**src/sv/espt_pkg.sv**
```systemverilog
// Package for the ESP SPI pairing table: beat types, status codes, states.
// No dependencies; used by espt_cell and esp_spi_pairing_table_unit.
package espt_pkg;

   localparam logic [1:0] OP_TRACK = 2'd0;
   localparam logic [1:0] OP_QUERY = 2'd1;
   localparam logic [1:0] OP_TICK  = 2'd2;
   localparam logic [1:0] OP_RSVD  = 2'd3;

   localparam logic [2:0] ST_LEARNED = 3'd0;
   localparam logic [2:0] ST_ORIG    = 3'd1;
   localparam logic [2:0] ST_REPLY   = 3'd2;
   localparam logic [2:0] ST_PAIRED  = 3'd3;
   localparam logic [2:0] ST_NOMATCH = 3'd4;
   localparam logic [2:0] ST_FULL    = 3'd5;
   localparam logic [2:0] ST_TICK    = 3'd6;

   // APB byte address of the lifetime register
   localparam logic [2:0] ADDR_LIFETIME = 3'd0;

   localparam logic [15:0] LIFETIME_RESET = 16'd300;

   typedef struct packed {
      logic [1:0]  op;
      logic [31:0] spi;
      logic [31:0] packet_src_ip;
      logic [31:0] packet_dst_ip;
   } req_type;

   typedef struct packed {
      logic [2:0]  status;
      logic [31:0] out_src_spi;
      logic [31:0] out_dst_spi;
      logic [31:0] out_src_ip;
      logic [31:0] out_dst_ip;
      logic        accept;
   } rsp_type;

   // search token walking down the cell chain
   typedef struct packed {
      logic [31:0] key;
      logic        found;
      logic        reply;
      logic        free_found;
      logic [31:0] src_ip;
      logic [31:0] dst_ip;
      logic [31:0] src_spi;
      logic [31:0] dst_spi;
   } tok_type;

   // update broadcast to all cells
   typedef struct packed {
      logic        tick;
      logic [15:0] lifetime;
      logic        upd_en;
      logic        upd_set;
      logic [31:0] upd_dst_spi;
      logic        add_en;
      logic [31:0] add_src_ip;
      logic [31:0] add_dst_ip;
      logic [31:0] add_src_spi;
   } wr_type;

   typedef enum logic [1:0] {
      S_IDLE,
      S_SCAN,
      S_EVAL
   } state_type;

endpackage

```
**src/sv/espt_cell.sv**
```systemverilog
// One table slot of the ESP pairing table plus one stage of the search chain.
// Depends on espt_pkg.
module espt_cell #(
   parameter int IDX_W   = 4,
   parameter int CELL_ID = 0
) (
   input  logic               clock,
   input  logic               reset,
   input  espt_pkg::tok_type  tok_i,
   input  logic [IDX_W-1:0]   fidx_i,
   input  logic [IDX_W-1:0]   free_i,
   output espt_pkg::tok_type  tok_o,
   output logic [IDX_W-1:0]   fidx_o,
   output logic [IDX_W-1:0]   free_o,
   input  espt_pkg::wr_type   wr,
   input  logic [IDX_W-1:0]   upd_idx,
   input  logic [IDX_W-1:0]   add_idx
);

   localparam logic [IDX_W-1:0] MY_IDX = IDX_W'(CELL_ID);

   logic        valid_ff;
   logic [31:0] src_ip_ff, dst_ip_ff, src_spi_ff, dst_spi_ff;
   logic [15:0] ttl_ff;

   espt_pkg::tok_type tok_ff, tok_in;
   logic [IDX_W-1:0]  fidx_ff, fidx_in, free_ff, free_in;

   always_comb begin
      tok_in  = tok_i;
      fidx_in = fidx_i;
      free_in = free_i;
      if (!tok_i.found && valid_ff &&
          (src_spi_ff == tok_i.key || dst_spi_ff == tok_i.key)) begin
         tok_in.found   = 1'b1;
         tok_in.reply   = (src_spi_ff != tok_i.key);
         tok_in.src_ip  = src_ip_ff;
         tok_in.dst_ip  = dst_ip_ff;
         tok_in.src_spi = src_spi_ff;
         tok_in.dst_spi = dst_spi_ff;
         fidx_in        = MY_IDX;
      end
      if (!tok_i.free_found && !valid_ff) begin
         tok_in.free_found = 1'b1;
         free_in           = MY_IDX;
      end
   end

   always_ff @(posedge clock) begin
      tok_ff  <= tok_in;
      fidx_ff <= fidx_in;
      free_ff <= free_in;
   end

   assign tok_o  = tok_ff;
   assign fidx_o = fidx_ff;
   assign free_o = free_ff;

   // slot storage
   always_ff @(posedge clock) begin
      if (reset) begin
         valid_ff <= 1'b0;
      end else if (wr.tick) begin
         if (valid_ff && ttl_ff <= 16'd1) valid_ff <= 1'b0;
      end else if (wr.add_en && add_idx == MY_IDX) begin
         valid_ff <= 1'b1;
      end
   end

   always_ff @(posedge clock) begin
      if (wr.tick) begin
         if (valid_ff && ttl_ff > 16'd1) ttl_ff <= ttl_ff - 16'd1;
      end else if (wr.add_en && add_idx == MY_IDX) begin
         src_ip_ff  <= wr.add_src_ip;
         dst_ip_ff  <= wr.add_dst_ip;
         src_spi_ff <= wr.add_src_spi;
         dst_spi_ff <= 32'd0;
         ttl_ff     <= wr.lifetime;
      end else if (wr.upd_en && upd_idx == MY_IDX) begin
         if (wr.upd_set) dst_spi_ff <= wr.upd_dst_spi;
         ttl_ff <= wr.lifetime;
      end
   end

endmodule

```
**config.mk**
```make
export PLATFORM = sky130hd
export DESIGN_NAME = espt_cell
export DESIGN_NICKNAME = d
export VERILOG_FILES = /design/src/sv/espt_pkg.sv /design/src/sv/espt_cell.sv
export SDC_FILE = /design/constraint.sdc
export NUM_CORES = 1
export LEC_CHECK = 0
export BUFFER_PORTS_ARGS = -buffer_cell sky130_fd_sc_hd__buf_2
export CORE_AREA = 2 2 192 194
export CTS_BUF_LIST = sky130_fd_sc_hd__clkbuf_8
export CTS_CLUSTER_SIZE = 20
export DETAILED_ROUTE_END_ITERATION = 12
export DIE_AREA = 0 0 194 196
export GPL_TIMING_DRIVEN = 0
export MAX_ROUTING_LAYER = met4
export PLACE_DENSITY = 0.64
export SYNTH_ARGS = -nofsm -noshare
export SYNTH_HDL_FRONTEND = slang
export SYNTH_SLANG_ARGS = --single-unit
```
**constraint.sdc**
```tcl
create_clock -name clock -period 8.1 [get_ports clock]
set_input_delay 0.405 -clock clock [delete_from_list [all_inputs] [get_ports clock]]
set_output_delay 0.405 -clock clock [all_outputs]
set_load 0.02 [all_outputs]
```
==> Yosys cells after proc, flatten, opt, wreduce, memory -nomap -nowiden <==
Cells that the tools add are included.
{ "word_totals": {"ff_bits": 316, "latch_bits": 0, "mem_bits_rw": 0, "romBits": 0, "in_bits": 329, "out_inout_bits": 171, "wordCells": 57, "mem_count": 0} }
{ "op_classes": {"addsub": 1, "multipliers": 0, "n_div": 0, "magnitude_cmp": 2, "n_eq_ne": 5, "shifts": 0, "mux": 11, "bitwise_logic": 1, "reduce_logical": 21} }
{ "ops": {"columns": ["operator", "n"], "rows": [
  ["128-bit 2-to-1 mux", 1],
  ["32-bit equality test", 2],
  ["16-bit 2-to-1 mux", 4],
  ["32-bit 2-to-1 mux", 2],
  ["32-bit != test", 1],
  ["16-bit by 1-bit greater-than comparator with 1-bit output (second input constant)", 1],
  ["16-bit by 1-bit <= comparator with 1-bit output (second input constant)", 1],
  ["16-bit by 1-bit subtractor with 16-bit output (second input constant)", 1],
  ["4-bit logical NOT", 2],
  ["1-bit logical AND", 7],
  ["2-bit AND reduction", 3],
  ["2-bit nonzero test", 3],
  ["1-bit 2-to-1 mux", 4],
  ["2-bit by 1-bit != test with 1-bit output (second input constant)", 2],
  ["1-bit logical NOT", 3],
  ["3-bit AND reduction", 1],
  ["3-bit nonzero test", 1],
  ["1-bit logical OR", 1],
  ["1-bit NOT", 1]
]} }

==> Depth between registers and ports, before layout <==
{ "depth": {"word_depth": 5, "ltp_mapped": 9} }

==> Worst setup path before layout <==
OpenSTA, ideal clock, no wires.
{ "synth_path": {"kind": "input -> register", "startpoint": "in add_idx[1]", "endpoint": "reg dst_ip_ff[0], enable pin", "setup_ns": 0.562, "arrival_time_ns": 5.600, "t_required_ns": 7.538, "setup_slack_ns": 1.938, "path_stages": 5, "path_buffers": 2, "path_cell_list": "nor4_1 > and2_1 > clkbuf_1 > clkbuf_1 > nor2b_1"} }
{ "synth_via": {"elab_chain_cells": 3} }
{ "synth_rtl": {"columns": ["item", "line", "source"], "rows": [
  ["start: declaration", "espt_cell.sv:17", "input logic [IDX_W-1:0] add_idx"],
  ["4-bit logical NOT", "espt_cell.sv:73", "end else if (wr.add_en && add_idx == MY_IDX) begin"],
  ["1-bit logical AND", "espt_cell.sv:73", null],
  ["2-bit AND reduction (no source line)", null, null],
  ["end signal: assignment", "espt_cell.sv:75", "dst_ip_ff <= wr.add_dst_ip;"],
  ["end: declaration", "espt_cell.sv:23", "logic [31:0] src_ip_ff, dst_ip_ff, src_spi_ff, dst_spi_ff;"]
]} }
No other way between the ends.
A chain may end at the register's enable or synchronous reset.

==> results by group <==
Cells and area
  • Area growth, synth to finish: 59.2%
  • Ratio of cells with drive above 1 in the final layout: 0.473
  • Final nets: 1809
  • Design Area, Final: 17900 um2
  • Post-route insts no fill: 1995

Placement
  • Dpl cell area: around 14000 um2
  • # port buffers: between 400 and 500
  • Dpl hpwl: 27000 um
  • Placed insts: 1663
  • Placer Congestion: 0.841
  • Setup WS pre-CTS: 4.83 ns

Routing
  • WL per Instance: 19.0 um
  • Final ANT Viol Nets: 0
  • Vias: ~8600
  • Vias per cell: approximately 4.3
  • Drt pass-1 iters: 6
  • Top Metal Used: met4
  • Initial DRC Count: 290
  • Residual DRC count: 0
  • Met2 WL post-DR: 19800 um
  • Met1 WL: between 10000 and 15000 um
  • Met3 routed WL: between 2000 and 2500 um
  • Final wirelength: 37800 um

Clock tree
  • Htree depth: 2
  • Number of clock sinks: between 300 and 400
  • Clock Path Buffers: 3
  • CTS Root Cell: clkbuf_8
  • TritonCTS Buffers: 53
  • Clock slew at reported path FFs: 0.06 ns
  • Skew-Pair Late Insertion Delay: 0.61 ns
  • Post-CTS setup buffers: 0
  • CTS tree: yes

Yosys
  • Mapped cell area: 11200 um2
  • Post-synthesis cell count: 694
  • Post-synth cell types: 37
  • Dominant synthesized flop cell: dfxtp_1
  • Synthesized area per cell: 16.2 um2
  • Number of synthesis warnings: 0
  • FFs w/ async S/R, synth: 0
  • Sequential area share after synthesis: 0.693
  • Synthesis-stage register bit count: 316
  • Net Count, Synth: between 1000 and 1500
  • Number of flops mapped to enable cells by yosys: roughly 140

Timing
  • Max-Slew Margin vs Limit: 0.375
  • Clock skew: 0.0481 ns
  • Slew Limit Fails: 0
  • Final worst-path cycle share: 0.385
  • RSZ-0062 raised after global routing: false
  • Slew @ Worst Pin: roughly 0.93 ns
  • Final setup violation count: 0
  • Fmax: 0.321 GHz
  • Worst setup margin: around 5.0 ns
  • Fin crit period: 3.12 ns
  • Hold Fails Final Rpt: 0

Setup path
  • CP Buf/Inv Count: 5
  • Crit path kind: in2reg
  • Worst-path cell chain: dlygate4sd3_1, buf_2, xor2_1, nor4_1, nand3_1, nor3_1, or2_1, buf_4, buf_12, buf_8, mux2_1
  • Critical path endpoint category: flop
  • CP startpoint kind: input port
  • Reg2reg start: src_spi_ff[14]$_DFFE_PP_
  • Slowest stage cell on the critical path: nor4_1
  • CP top delay family: simple AND/OR/NAND/NOR gates
  • Worst r2r path cells: 9
  • CP max FO: 10
  • Critical Path RT: 8.55 ns
  • RR Endpoint: tok_o[121]$_DFF_P_
  • Crit path arrival time: about 3.6 ns
  • CP peak stage delay: 0.81 ns
  • Worst R2R Setup Slack: 5.12 ns

Floorplan
  • I/O pins: 500
  • Row count: 70
  • Die Y-Extent: 196 um
  • Core Region: ~36000 um2
  • Initial core utilization: 0.311
  • Die X: ~190 um
  • Die area: 38000 um2

Power and ir drop
  • Static leakage: about 7.7 nW
  • VDD IR-drop max: between 150 and 200 uV
  • Pwr dens: 206 nW/um2

GRT
  • Grt ovf: 0
  • Global-route wire length before repair: 55200 um
  • Vias in the first global route: 9432
  • GR Util All Layers: 0.199
  • Largest net degree at the start of global routing: 35
  • Antenna violations before repair: 3

Run status
  • Status: finished clean

Worst hold path
  • Hold Crit Class: in2reg
  • Hold Crit Endpoint: tok_o[139]$_DFF_P_
  • Hold Path Stages: 1
  • Hold Path Origin: tok_i[139]

Flow run
  • Maxcap violations: 0
## cell usage after synthesis (2+ instances only)
master	instances	area share
mux2_1	6	0.0060
dfxtp_1	172	0.31
mux2_4	70	0.094
nand3_1	6	0.0027
xnor2_1	9	0.0070
inv_1	9	0.0030
and2_1	2	0.0011
nor3_1	10	0.0045
a21oi_1	15	0.0067
nand2_1	6	0.0020
buf_12	8	0.014
clkbuf_1	8	0.0027
nand4_1	2	0.0011
nor4_1	15	0.0084
nor2_1	31	0.010
edfxtp_1	144	0.39
xor2_1	66	0.052
mux2_2	53	0.053
buf_4	6	0.0040
ha_1	2	0.0022
nor2b_1	38	0.021
## cell usage in the layout, fill, tap and decap left out, types with 2 or more instances in the layout
| cell type | synthesis | layout |
|---|---|---|
| nor2b_1 | 38 | 37 |
| nand4_1 | 2 | 2 |
| diode_2 | 0 | 4 |
| clkinv_2 | 0 | 3 |
| dlygate4sd3_1 | 0 | 228 |
| nand2_1 | 6 | 6 |
| a21oi_1 | 15 | 14 |
| mux2_4 | 70 | 70 |
| buf_4 | 6 | 6 |
| nor2_1 | 31 | 30 |
| nor4_1 | 15 | 15 |
| bufinv_16 | 0 | 4 |
| dfxtp_1 | 172 | 172 |
| mux2_2 | 53 | 53 |
| clkinv_1 | 0 | 3 |
| nand3_1 | 6 | 6 |
| xnor2_1 | 9 | 9 |
| buf_2 | 0 | 498 |
| inv_1 | 9 | 28 |
| buf_12 | 8 | 10 |
| ha_1 | 2 | 2 |
| edfxtp_1 | 144 | 144 |
| clkinvlp_4 | 0 | 2 |
| mux2_1 | 6 | 6 |
| clkbuf_8 | 0 | 69 |
| and2_1 | 2 | 2 |
| nor3_1 | 10 | 10 |
| clkbuf_1 | 8 | 8 |
| xor2_1 | 66 | 66 |
## per-layer routing
layer,global-route usage,up-vias
li1,-,4033
met1,0.220,4102
met2,0.354,416
met3,0.0476,65
met4,0.0637,0
met5,-,-
## kinds of logic (layout without fill, tap and decap cells)
kind of cell / after synthesis / in the layout / synth area share
other: 0 / 4 / 0
buffers and inverters: 32 / 861 / 0.0253
muxes: 130 / 130 / 0.154
AOI/OAI and AO/OA: 20 / 20 / 0.0103
adders and majority gates: 2 / 2 / 0.00223
DFF: 316 / 316 / 0.693
and+or+nand+nor: 119 / 119 / 0.0570
xor gates and xnor gates: 75 / 75 / 0.0586
## how the worst max path moves through the flow
| stage | from | slack [ns] | endpoint | cells after the start |
|---|---|---|---|---|
| 2_1_floorplan | add_idx[1] | 1.94 | dst_ip_ff[0]$_DFFE_PP_ | 5 |
| 3_3_place_gp | add_idx[1] | -1.41 | dst_ip_ff[24]$_DFFE_PP_ | 6 |
| 3_5_place_dp | add_idx[1] | 4.83 | src_ip_ff[4]$_DFFE_PP_ | 8 |
| 4_1_cts | dst_spi_ff[30]$_SDFFCE_PP0P_ | 5.04 | tok_o[121]$_DFF_P_ | 9 |
| 5_1_grt | tok_i[131] | 4.79 | tok_o[121]$_DFF_P_ | 11 |
| 6_report | tok_i[131] | 4.98 | tok_o[121]$_DFF_P_ | 11 |
## power breakdown
part / switching, mW / internal (mW) / leakage, nW / total [mW]
Clock: 0.649 / 0.890 / 0.671 / 1.54
Combinational: 0.177 / 0.212 / 4.33 / 0.389
Sequential: 0.0198 / 1.73 / 2.75 / 1.75
Total: 0.846 / 2.83 / 7.75 / 3.68
## cell type report
class	count	area, um2
inverter	9	33.8
multi-input combinational	346	3180
clock buffer	69	950
tap	468	586
buffer	23	250
sequential	316	7770
clock inverter	31	233
fill	3052	18200
timing repair buffer	729	4840
antenna	4	10.0
## state kept, by name, summed over array words and instances, names as in the netlist
signal,cells
dst_ip_ff,32
dst_spi_ff,32
fidx_o,4
free_o,4
src_ip_ff,32
src_spi_ff,32
tok_o,163
ttl_ff,16
valid_ff,1
## timing repair
item	4_1_cts	5_1_grt
gates resized for setup	0	0
hold endpoints to repair	228	0
hold buffers	228	0
## per-stage QoR
stage | power, mW | TNS (ns) | util | hold slack [ns]
5_1_grt | 3.81 | 0 | 0.495 | 0.00164
3_5_place_dp | 2.08 | 0 | 0.398 | 0.453
3_3_place_gp | 2.07 | -134.24 | 0.396 | 0.451
6_report | 3.68 | 0 | 0.495 | 0.0453
2_1_floorplan | 1.91 | 0 | - | 0.404
4_1_cts | 3.72 | 0 | 0.494 | 0.00226
Power figures use the tool's default switching activity.
